**src/rtl/gcev_pkg.sv**
```systemverilog
// shared types, constants and flag functions of the gamepad change event generator
package gcev_pkg;

  // flag vector layout
  localparam int FLAG_COUNT  = 24;
  localparam int INDEX_W     = 5;

  // register widths and reset values
  localparam int THRESH_W    = 8;
  localparam int ZONE_W      = 15;
  localparam int CFG_ADDR_W  = 2;
  localparam int CFG_DATA_W  = 15;
  localparam logic [THRESH_W-1:0] THRESH_RESET    = 8'd30;
  localparam logic [ZONE_W-1:0]   DEAD_ZONE_RESET = 15'd9830;
  localparam logic [ZONE_W-1:0]   CENTRE_RESET    = 15'd3277;

  // register indexes
  localparam logic [CFG_ADDR_W-1:0] REG_PRESSURE_THRESHOLD = 2'd0;
  localparam logic [CFG_ADDR_W-1:0] REG_AXIS_DEAD_ZONE     = 2'd1;
  localparam logic [CFG_ADDR_W-1:0] REG_CENTRE_ZONE        = 2'd2;

  // stream widths
  localparam int IN_DATA_W   = 136;
  localparam int OUT_DATA_W  = 8;

  // queue between front and back
  localparam int QUEUE_DEPTH = 2;
  localparam int QUEUE_PTR_W = $clog2(QUEUE_DEPTH);
  localparam int QUEUE_CNT_W = $clog2(QUEUE_DEPTH + 1);

  // one poll that changed at least one flag
  typedef struct packed {
    logic [FLAG_COUNT-1:0] diff;
    logic [FLAG_COUNT-1:0] flags;
  } gcev_entry_t;

  // bit 0 positive direction, bit 1 negative direction
  function automatic logic [1:0] axis_flags(input logic signed [15:0] v,
                                            input logic [ZONE_W-1:0] dz,
                                            input logic [ZONE_W-1:0] cz);
    logic signed [16:0] v17;
    logic signed [16:0] cz17;
    logic signed [16:0] dz17;
    logic               in_centre;
    logic [1:0]         f;
    v17       = {v[15], v};
    cz17      = {2'b00, cz};
    dz17      = {2'b00, dz};
    in_centre = (v17 > -cz17) && (v17 < cz17);
    f[0]      = !in_centre && (v17 > dz17);
    f[1]      = !in_centre && (v17 < -dz17);
    return f;
  endfunction

endpackage

```
**src/rtl/gcev_front.sv**
```systemverilog
// front part: config registers, flag classification and held flag vector
module gcev_front
  import gcev_pkg::*;
(
  input  logic                  clk,
  input  logic                  rst,
  input  logic                  cfg_we,
  input  logic [CFG_ADDR_W-1:0] cfg_addr,
  input  logic [CFG_DATA_W-1:0] cfg_wdata,
  input  logic                  s_tvalid,
  output logic                  s_tready,
  input  logic [IN_DATA_W-1:0]  s_tdata,
  input  logic                  full,
  output logic                  push,
  output gcev_entry_t           push_entry
);

  logic [THRESH_W-1:0]   pressure_threshold;
  logic [ZONE_W-1:0]     axis_dead_zone;
  logic [ZONE_W-1:0]     centre_zone;
  logic [FLAG_COUNT-1:0] flag_vector;
  logic [FLAG_COUNT-1:0] new_flags;
  logic [FLAG_COUNT-1:0] diff;
  logic [1:0]            ly, lx, ry, rx;
  logic                  accept;

  // config registers
  always_ff @(posedge clk) begin
    if (rst) begin
      pressure_threshold <= THRESH_RESET;
      axis_dead_zone     <= DEAD_ZONE_RESET;
      centre_zone        <= CENTRE_RESET;
    end else if (cfg_we) begin
      unique case (cfg_addr)
        REG_PRESSURE_THRESHOLD: pressure_threshold <= cfg_wdata[THRESH_W-1:0];
        REG_AXIS_DEAD_ZONE:     axis_dead_zone     <= cfg_wdata[ZONE_W-1:0];
        REG_CENTRE_ZONE:        centre_zone        <= cfg_wdata[ZONE_W-1:0];
        default: ;
      endcase
    end
  end

  // classify one poll into 24 flags
  always_comb begin
    ly = axis_flags(s_tdata[87:72],   axis_dead_zone, centre_zone);
    lx = axis_flags(s_tdata[103:88],  axis_dead_zone, centre_zone);
    ry = axis_flags(s_tdata[119:104], axis_dead_zone, centre_zone);
    rx = axis_flags(s_tdata[135:120], axis_dead_zone, centre_zone);
    new_flags[7:0] = s_tdata[7:0];
    for (int i = 0; i < 8; i++) begin
      new_flags[8+i] = s_tdata[8+8*i +: 8] > pressure_threshold;
    end
    new_flags[16] = ly[0];
    new_flags[17] = ly[1];
    new_flags[18] = lx[1];
    new_flags[19] = lx[0];
    new_flags[20] = ry[0];
    new_flags[21] = ry[1];
    new_flags[22] = rx[1];
    new_flags[23] = rx[0];
  end

  // compare with held flags, queue only polls that change something
  assign diff             = new_flags ^ flag_vector;
  assign s_tready         = !full;
  assign accept           = s_tvalid && s_tready;
  assign push             = accept && (diff != '0);
  assign push_entry.diff  = diff;
  assign push_entry.flags = new_flags;

  // held flag vector
  always_ff @(posedge clk) begin
    if (rst) begin
      flag_vector <= '0;
    end else if (accept) begin
      flag_vector <= new_flags;
    end
  end

  a_flags_follow: assert property (@(posedge clk) disable iff (rst)
    accept |=> flag_vector == $past(new_flags))
    else $error("held flags not updated by accepted poll");

  a_push_has_change: assert property (@(posedge clk) disable iff (rst)
    push |-> (push_entry.diff != '0) && !full)
    else $error("queued poll without change or into full queue");

endmodule

```
**src/rtl/gcev_fifo.sv**
```systemverilog
// short queue of changed polls between front and back
module gcev_fifo
  import gcev_pkg::*;
(
  input  logic        clk,
  input  logic        rst,
  input  logic        push,
  input  gcev_entry_t push_entry,
  input  logic        pop,
  output gcev_entry_t head,
  output logic        empty,
  output logic        full
);

  gcev_entry_t             mem [QUEUE_DEPTH];
  logic [QUEUE_PTR_W-1:0]  wr_ptr;
  logic [QUEUE_PTR_W-1:0]  rd_ptr;
  logic [QUEUE_CNT_W-1:0]  count;

  assign empty = count == '0;
  assign full  = count == QUEUE_CNT_W'(QUEUE_DEPTH);
  assign head  = mem[rd_ptr];

  // storage write
  always_ff @(posedge clk) begin
    if (push) begin
      mem[wr_ptr] <= push_entry;
    end
  end

  // pointers and fill count
  always_ff @(posedge clk) begin
    if (rst) begin
      wr_ptr <= '0;
      rd_ptr <= '0;
      count  <= '0;
    end else begin
      if (push) wr_ptr <= wr_ptr + 1'b1;
      if (pop)  rd_ptr <= rd_ptr + 1'b1;
      unique case ({push, pop})
        2'b10:   count <= count + 1'b1;
        2'b01:   count <= count - 1'b1;
        default: count <= count;
      endcase
    end
  end

  a_no_overflow: assert property (@(posedge clk) disable iff (rst)
    !(push && full))
    else $error("push into full queue");

  a_no_underflow: assert property (@(posedge clk) disable iff (rst)
    !(pop && empty))
    else $error("pop from empty queue");

endmodule

```
**src/rtl/gcev_back.sv**
```systemverilog
// back part: walks the changed flags of the queue head and emits one event a cycle while the output is not stalled
module gcev_back
  import gcev_pkg::*;
(
  input  logic                  clk,
  input  logic                  rst,
  input  gcev_entry_t           head,
  input  logic                  empty,
  output logic                  pop,
  output logic                  m_tvalid,
  input  logic                  m_tready,
  output logic [OUT_DATA_W-1:0] m_tdata,
  output logic                  m_tlast
);

  logic [FLAG_COUNT-1:0] done_mask;
  logic [FLAG_COUNT-1:0] done_mask_next;
  logic [FLAG_COUNT-1:0] remaining;
  logic [FLAG_COUNT-1:0] pick;
  logic [INDEX_W-1:0]    idx;
  logic                  single;
  logic                  issue;

  // changes of the head entry not yet sent
  assign remaining = head.diff & ~done_mask;

  // lowest changed flag first
  always_comb begin
    idx = '0;
    for (int i = FLAG_COUNT - 1; i >= 0; i--) begin
      if (remaining[i]) idx = INDEX_W'(i);
    end
  end

  assign pick   = remaining & (~remaining + 1'b1);
  assign single = (remaining & ~pick) == '0;
  assign issue  = !empty && (!m_tvalid || m_tready);
  assign pop    = issue && single;

  // progress through the head entry
  always_comb begin
    done_mask_next = done_mask;
    if (issue) begin
      done_mask_next = single ? '0 : (done_mask | pick);
    end
  end

  always_ff @(posedge clk) begin
    if (rst) begin
      done_mask <= '0;
    end else begin
      done_mask <= done_mask_next;
    end
  end

  // output register
  always_ff @(posedge clk) begin
    if (rst) begin
      m_tvalid <= 1'b0;
    end else if (issue) begin
      m_tvalid <= 1'b1;
    end else if (m_tready) begin
      m_tvalid <= 1'b0;
    end
  end

  always_ff @(posedge clk) begin
    if (issue) begin
      m_tdata <= {{(OUT_DATA_W - INDEX_W - 1){1'b0}}, head.flags[idx], idx};
      m_tlast <= single;
    end
  end

  a_issue_has_work: assert property (@(posedge clk) disable iff (rst)
    issue |-> remaining != '0)
    else $error("event requested with no changed flag left");

  a_done_cleared_on_pop: assert property (@(posedge clk) disable iff (rst)
    pop |=> done_mask == '0)
    else $error("progress mask not cleared after last event");

endmodule

```
**src/rtl/gamepad_change_event_generator_unit.sv**
```systemverilog
// Top level: poll classification, change queue and event sequencer.
// The first event of a poll passes through the queue entry and then the output register.
// Throughput: one event per cycle while m_tready holds; a poll with n changed flags gives n events,
// a poll with no change none. Polls are taken every cycle while the 2-entry queue has room.
// Reset (rst, synchronous): held flags cleared, registers to 30 / 9830 / 3277, queue emptied.
module gamepad_change_event_generator_unit
  import gcev_pkg::*;
(
  input  logic                  clk,
  input  logic                  rst,
  input  logic                  cfg_we,
  input  logic [CFG_ADDR_W-1:0] cfg_addr,
  input  logic [CFG_DATA_W-1:0] cfg_wdata,
  input  logic                  s_tvalid,
  output logic                  s_tready,
  // digital_buttons[7:0], pressures[71:8], left_stick_y[87:72], left_stick_x[103:88],
  // right_stick_y[119:104], right_stick_x[135:120]
  input  logic [IN_DATA_W-1:0]  s_tdata,
  output logic                  m_tvalid,
  input  logic                  m_tready,
  // event_index[4:0], pressed[5], zero fill[7:6]
  output logic [OUT_DATA_W-1:0] m_tdata,
  output logic                  m_tlast
);

  gcev_entry_t push_entry;
  gcev_entry_t head;
  logic        push;
  logic        pop;
  logic        empty;
  logic        full;

  gcev_front u_front (
    .clk        (clk),
    .rst        (rst),
    .cfg_we     (cfg_we),
    .cfg_addr   (cfg_addr),
    .cfg_wdata  (cfg_wdata),
    .s_tvalid   (s_tvalid),
    .s_tready   (s_tready),
    .s_tdata    (s_tdata),
    .full       (full),
    .push       (push),
    .push_entry (push_entry)
  );

  gcev_fifo u_fifo (
    .clk        (clk),
    .rst        (rst),
    .push       (push),
    .push_entry (push_entry),
    .pop        (pop),
    .head       (head),
    .empty      (empty),
    .full       (full)
  );

  gcev_back u_back (
    .clk      (clk),
    .rst      (rst),
    .head     (head),
    .empty    (empty),
    .pop      (pop),
    .m_tvalid (m_tvalid),
    .m_tready (m_tready),
    .m_tdata  (m_tdata),
    .m_tlast  (m_tlast)
  );

endmodule

```
**config.mk**
```make
export PLATFORM = sky130hd
export DESIGN_NAME = gamepad_change_event_generator_unit
export DESIGN_NICKNAME = d
export VERILOG_FILES = /design/src/rtl/gcev_pkg.sv /design/src/rtl/gcev_front.sv /design/src/rtl/gcev_fifo.sv /design/src/rtl/gcev_back.sv /design/src/rtl/gamepad_change_event_generator_unit.sv
export SDC_FILE = /design/constraint.sdc
export NUM_CORES = 1
export LEC_CHECK = 0
export BUFFER_PORTS_ARGS = -buffer_cell sky130_fd_sc_hd__buf_4
export CAP_MARGIN = 20
export CORE_MARGIN = 3
export CORE_UTILIZATION = 64
export CTS_BUF_LIST = sky130_fd_sc_hd__clkbuf_4 sky130_fd_sc_hd__clkbuf_8 sky130_fd_sc_hd__clkbuf_16
export DETAILED_ROUTE_END_ITERATION = 10
export PLACE_DENSITY = 0.94
export SLEW_MARGIN = 20
export SYNTH_ARGS = -nofsm -noshare
export SYNTH_HDL_FRONTEND = slang
export SYNTH_SLANG_ARGS = --single-unit
```
**constraint.sdc**
```tcl
create_clock -name clk -period 15.09 [get_ports clk]
set_input_delay 0.7545 -clock clk [delete_from_list [all_inputs] [get_ports clk]]
set_output_delay 0.7545 -clock clk [all_outputs]
set_load 0.01 [all_outputs]
```
**Yosys cells after proc, flatten, opt, wreduce, memory -nomap -nowiden**

Memory sizes are Yosys's and may differ from the RTL's. A register that Yosys moved wholly into a read port is not among the register bits.
Index checks and enable logic that the tools add are counted.

- Bits in registers: 98
- Latch bits: 0
- Bits in writable memories: 96
- Bits in read-only memories: 0
- Input bits: 158
- Output and inout bits: 11
- Word-level logic and storage cells: 124
- Memories: 1

Memories:

| memory | depth | bits a word | rd ports | clocked after Yosys merged registers in | write ports | line | RTL |
|---|---|---|---|---|---|---|---|
| u_fifo.mem | 2 | 48 | 1 | 1 | 1 | gcev_fifo.sv:15 | `gcev_entry_t mem [QUEUE_DEPTH];` |

- $add $sub $neg: 7
- Multiply operators: 0
- Div/mod/pow operators: 0
- $lt $le $gt $ge: 25
- Equality and inequality tests: 5
- Shift operators: 0
- Multiplexer cells: 34
- Bitwise logic cells: 8
- Reductions and logical operators: 33

Operators by type and width:

| cell | count |
|---|---|
| 2-to-1 mux 5 bit | 24 |
| bitwise AND 24 bit | 3 |
| NOT 24 bit | 3 |
| > comparator 16 x 17 -> 1 bit | 4 |
| less-than comparator 16 x 17 -> 1 bit | 4 |
| > comparator 16 bit | 4 |
| > comparator 8 bit | 8 |
| less-than comparator 16 bit | 4 |
| negator 15 -> 17 bit | 2 |
| adder 24 x 1 -> 24 bit (second input constant) | 1 |
| zero test 24 bit | 1 |
| 2-to-1 mux 24 bit | 1 |
| bitwise OR 24 bit | 1 |
| nonzero test 24 bit | 1 |
| bitwise XOR 24 bit | 1 |
| logical AND 1 bit | 16 |
| zero test 1 bit | 7 |
| 2-to-1 mux 1 bit | 7 |
| equality test 2 bit (second input constant) | 3 |
| less-than comparator 5 x 6 -> 1 bit (second input constant) | 1 |
| AND reduction 2 bit | 3 |
| binary-select mux 1 bit (select 5 bit) | 1 |
| equality test 2 x 1 -> 1 bit (second input constant) | 2 |
| zero test 2 bit | 2 |
| other kinds (6) | 8 |

**Longest topological paths before layout**

- Word-level depth: 28
- Mapped depth: 21
- Depth with buffers taken out: 21

**By module**

From an unflattened synthesis, not the netlist that was laid out.

- Cells, all modules: 1738
- Area total of the unflattened synthesis: 16283.1 um^2

Modules (own cells, without submodules):

| module | times used | cells each | area an instance (um^2) | seq. area each (um^2) |
|---|---|---|---|---|
| gcev_front | 1 | 1302 | 10428.8 | 1241.2 |
| gcev_fifo | 1 | 171 | 3658.5 | 2982.9 |
| gcev_back | 1 | 265 | 2195.9 | 710.7 |

**Least setup slack after synthesis**

OpenSTA, ideal clock, no wires.

- Path kind: register to register
- Start point: register u_front.centre_zone[3]
- End point: memory u_fifo.mem[0][0] in the netlist's numbering, enable pin
- Library setup time: 459 ps
- Data arrival time: 5995 ps
- Required time: 14631 ps
- Setup slack: 8636 ps
- Cell stages (with the launch flop): 17
- Path buffers: 0
- Clock period less this slack: 6454 ps
- Cell sequence: dfxtp_1 inv_1 nand4_1 nor4_1 nand3_1 nor4_1 xnor2_1 ha_1 nand3_1 or4_1 or3_1 a31o_2 a21oi_1 xor2_1 nor3_1 a21oi_1 nor2b_1

RTL lines:

| what | line | RTL |
|---|---|---|
| start: declaration | gcev_front.sv:20 | `logic [ZONE_W-1:0] centre_zone;` |
| start signal: assignment | gcev_front.sv:37 | `REG_CENTRE_ZONE: centre_zone <= cfg_wdata[ZONE_W-1:0];` |
| end: declaration | gcev_fifo.sv:15 |  |

==> flow_summary.toml <==
[outcome]
status = "completed"

[clock_network]
hold_buffers = 0
tritoncts_clock_tree = "built"
postCtsSetupBuffers = 0
path_clk_slew_ns = 0.08
clock_insertion_delay_worst_skew_ns = 0.44
cts_inserted_buffers = 17
clock-sinks = 195
max-clock-path-buffers = 2
htree_levels = 4
postCtsResizedCells = 0
clk_root_buffer_cell = "sky130_fd_sc_hd__clkbuf_16"

[route]
postRouteAntennaNets = 0
dr_total_vias = 14786
routed_wl_um = 52990
detail_route.vias_per_cell = 6.833
remaining_drc_errors = 0
routed_wire_length_per_instance_um = 24.49
drt_pass1_iterations = 6
detail_route.iter0.violations = 1970

[timing]
hold-worst-slack_ns = 0.4699
fin_hold_viols = 0
skew_ns = 0.01305
slew_violations = 0
setup-violations-final = 0
tightest_slew_ns = 1.104
fin_setup_tns_ns = 0
max_slew_margin = 0.2637
grt_setup_unrepaired = "no"
layout_worst_path_cycle_share = 0.4100
achievable-frequency_mhz = 161.6
finalWorstPathRequiredPeriod_ns = 6.187

[logic_synthesis]
synthMuxAreaShare = 0.04470
synth_warnings = 0
syn_area_um2 = 15680
ys_seq_elements = 195
avgSynthCellArea_um2 = 9.364
cells_taking_the_most_area_after_synthesis = "sky130_fd_sc_hd__ha_1 (25%), sky130_fd_sc_hd__edfxtp_1 (20%), sky130_fd_sc_hd__dfxtp_1 (12%), sky130_fd_sc_hd__a21oi_1 (4.9%), sky130_fd_sc_hd__nor2_1 (3.7%)"
synthesized_area_fraction_occupied_by_adder_cells = 0.2527
yosys.area_share.xor_xnor = 0.02626
yosysSeqAreaShare = 0.3148
synth.lib_cells_used.distinct = 80
synth_compound_area_frac = 0.1608
synth_top_area_cell = "sky130_fd_sc_hd__ha_1"
ys_async_sr_fraction = 0
proportion_of_netlist_area_held_by_the_largest_area_contributor = 0.2514
synth-simple-area-share = 0.1699
synthFlopType = "sky130_fd_sc_hd__edfxtp_1"
synthesized_instance_count = 1674
synth-edff-count = 103
largest_family_of_logic_cells_by_synthesized_area = "adder cells"

[placement]
place.detailed.hpwl_um = 40350
numPortBuffers = 166
globalplace.congestion = 1.079

[die]
core_area_um2 = 23750
die_y_um = 162.5
die_area_um2 = 26410
count_of_standard_cell_rows = 56
initial_core_util = 0.6599
pin_count = 169
fp.dieW_um = 162.5

[power]
power.density_nw_per_um2 = 86.03
power.ir.vdd_worst_uv = 87.75
leak_pwr_uw = 0.007899

[cells_and_area]
layout.filler_cells = 1575
diodes = 0
area_growth_syn_to_layout_pct = 13.55
final_net_count = 2305
layout-drive-gt1-share = 0.1317

[setup_path]
critical_path.reg2reg.startpoint = "u_front.centre_zone[2]"
r2r_setup_slack_ns = 8.90
critical_path_end_type = "flop"
worst-endpoint-arrival_ns = 6.26
worst_ep_required_time_ns = 15.16
path_class = "flop to flop"
path_cells = "inv_1 > nand4_1 > nor4_1 > nand3_1 > nor3_1 > xnor2_1 > ha_1 > nand4_1 > or4_1 > or3_1 > a31o_2 > a21oi_1 > xor2_1 > nor3_1 > a21oi_1 > nor2b_4 > buf_4"
reg2regPathDepth = 17
worst-path-max-fanout = 48
timing.rr.end = "u_fifo.mem[0][33]"
cpMaxStageDelayCell = "sky130_fd_sc_hd__buf_4"
start_kind = "flop"
critPathLaunch = "u_front.centre_zone[2]"
cpPeakStageDelay_ns = 0.55

[global_route]
grt_overflow_total = 0
first_global_vias = 14185
met1_usage = 0.5293
gr-usage-met2 = 0.5932
grt_antenna_before_repair = 1
global_route.usage.total = 0.3936
gr-usage-met3 = 0.1333
grt_pass1_wl_um = 79930
grt_busiest_layer = "met2"
largest_net_degree_at_the_start_of_global_routing = 71

[flow_run]
total_of_max_cap_violations = 0

[worst_hold_path]
holdCritStartpoint = "u_front.flag_vector[11]"
hold-path-cell-count = 2
min_path_type = "flop to flop"
timing.hold.worst_endpoint = "u_front.flag_vector[11]"
[routing by layer]
layer | routed length (µm) | share of wire
met1 | 20850 | 0.39
met5 | 15 | 0.00028
met2 | 23040 | 0.43
met4 | 2110 | 0.040
met3 | 6971 | 0.13
[cell families after synthesis]
family,count (synthesis)
simple gates,551
compound gates,395
fa+ha+maj,317
flops,195
buf+inv,113
mux,55
xor+xnor,47
other cells,1
[synth_stat cells, types with 4 or more instances]
library cell,instances
sky130_fd_sc_hd__or3_1,7
sky130_fd_sc_hd__o21ai_0,55
sky130_fd_sc_hd__and4_1,5
sky130_fd_sc_hd__nand3b_1,14
sky130_fd_sc_hd__nand4_1,31
sky130_fd_sc_hd__nand3_1,45
sky130_fd_sc_hd__o21bai_1,8
sky130_fd_sc_hd__nor4_1,23
sky130_fd_sc_hd__nand2_1,153
sky130_fd_sc_hd__nand2b_1,15
sky130_fd_sc_hd__or4_1,4
sky130_fd_sc_hd__nor2_1,154
sky130_fd_sc_hd__nor3_1,36
sky130_fd_sc_hd__and2_1,8
sky130_fd_sc_hd__a21oi_1,152
sky130_fd_sc_hd__mux4_2,10
sky130_fd_sc_hd__o211ai_1,8
sky130_fd_sc_hd__dfxtp_1,92
sky130_fd_sc_hd__a211oi_1,15
sky130_fd_sc_hd__nor2b_1,23
sky130_fd_sc_hd__xnor2_1,25
sky130_fd_sc_hd__edfxtp_1,103
sky130_fd_sc_hd__nor3b_1,4
sky130_fd_sc_hd__a22oi_1,5
sky130_fd_sc_hd__a31o_2,4
sky130_fd_sc_hd__a21o_1,31
sky130_fd_sc_hd__ha_1,315
sky130_fd_sc_hd__o22ai_1,14
sky130_fd_sc_hd__o21a_1,13
sky130_fd_sc_hd__a2111oi_0,7
sky130_fd_sc_hd__a31oi_1,16
sky130_fd_sc_hd__o31ai_1,8
sky130_fd_sc_hd__o2111ai_1,8
sky130_fd_sc_hd__and3_1,11
sky130_fd_sc_hd__xor2_1,22
sky130_fd_sc_hd__buf_6,6
sky130_fd_sc_hd__clkbuf_1,19
sky130_fd_sc_hd__inv_1,83
sky130_fd_sc_hd__or2_2,5
sky130_fd_sc_hd__mux2i_1,40
sky130_fd_sc_hd__a211o_1,18
[through the flow]
stage,total power (µW),setup WS (ns),util,instances,area (µm²)
after detailed placement,1051,9.055,0.7236,2132,17190
after floorplan,893.4,8.636,-,1675,15680
final,1531,8.903,0.7494,2164,17800
after global placement,1030,9.341,0.7235,2132,17190
after CTS,1508,8.856,0.7487,2164,17780
after global routing,1586,8.593,0.7494,2164,17800
[state kept, by name, indices dropped and copies added (netlist names), named ones only]
signal                      flops
u_back.m_tdata                  6
u_back.done_mask               24
u_front.centre_zone            15
u_fifo.rd_ptr                   1
u_back.m_tvalid                 1
u_front.pressure_threshold      8
u_fifo.count                    2
u_fifo.wr_ptr                   1
u_back.m_tlast                  1
u_fifo.mem                     96
u_front.flag_vector            24
u_front.axis_dead_zone         15
[report_power, final]
group	internal, µW	switching (µW)	total, µW
combinational	163	269	432
sequential	614	22.8	637
clock	246	217	463
total	1020	509	1530
[worst max-delay path, delay by kind of cell, from the launching register on]
| kind | cells | cell delay [ns] |
|---|---|---|
| flip-flops | 1 | 0.33 |
| XOR/XNOR | 2 | 0.53 |
| AND/OR/NAND/NOR | 9 | 2.73 |
| adder cells (fa/ha/maj) | 1 | 0.36 |
| buffers and inverters | 2 | 0.77 |
| AO/OA/AOI/OAI | 3 | 1.05 |
[worst max path at each step]
stage,cells past startpoint,to
after global routing,17,u_fifo.mem[0][33]
after detailed placement,16,u_fifo.mem[1][9]
final,17,u_fifo.mem[0][33]
after CTS,16,u_fifo.mem[1][2]
after floorplan,16,u_fifo.mem[0][0]
after global placement,16,u_fifo.mem[1][4]
[layout make-up]
class	count	area [µm²]	area share
Clock inverter	13	138.9	0.007803
Tap cell	319	399.1	0.02242
Multi-Input combinational cell	1367	10290	0.5784
Clock buffer	19	457.9	0.02573
Inverter	83	311.5	0.01750
Sequential cell	195	4936	0.2773
Timing Repair Buffer	168	1261	0.07086
[cells in the final DEF (no fill, tap or decap), types with 8 or more instances in the layout]
cell type                   count
sky130_fd_sc_hd__o2111ai_1      8
sky130_fd_sc_hd__nand2b_1      15
sky130_fd_sc_hd__buf_4        168
sky130_fd_sc_hd__nand2_1      152
sky130_fd_sc_hd__nor2_1       153
sky130_fd_sc_hd__edfxtp_1     103
sky130_fd_sc_hd__xnor2_1       25
sky130_fd_sc_hd__nand3b_1      14
sky130_fd_sc_hd__inv_1         83
sky130_fd_sc_hd__o31ai_1        8
sky130_fd_sc_hd__nor3_1        36
sky130_fd_sc_hd__o22ai_1       14
sky130_fd_sc_hd__nand4_1       31
sky130_fd_sc_hd__mux4_2        10
sky130_fd_sc_hd__dfxtp_1       91
sky130_fd_sc_hd__clkbuf_16     18
sky130_fd_sc_hd__a211oi_1      15
sky130_fd_sc_hd__a211o_1       18
sky130_fd_sc_hd__nand3_1       45
sky130_fd_sc_hd__nor4_1        23
sky130_fd_sc_hd__a21oi_1      152
sky130_fd_sc_hd__nor2b_1       22
sky130_fd_sc_hd__and3_1        11
sky130_fd_sc_hd__xor2_1        22
sky130_fd_sc_hd__o211ai_1       8
sky130_fd_sc_hd__a21o_1        31
sky130_fd_sc_hd__o21ai_0       55
sky130_fd_sc_hd__mux2i_1       40
sky130_fd_sc_hd__a31oi_1       16
sky130_fd_sc_hd__ha_1         315
sky130_fd_sc_hd__o21bai_1       8
sky130_fd_sc_hd__o21a_1        13
Power figures use the tool's default switching activity.
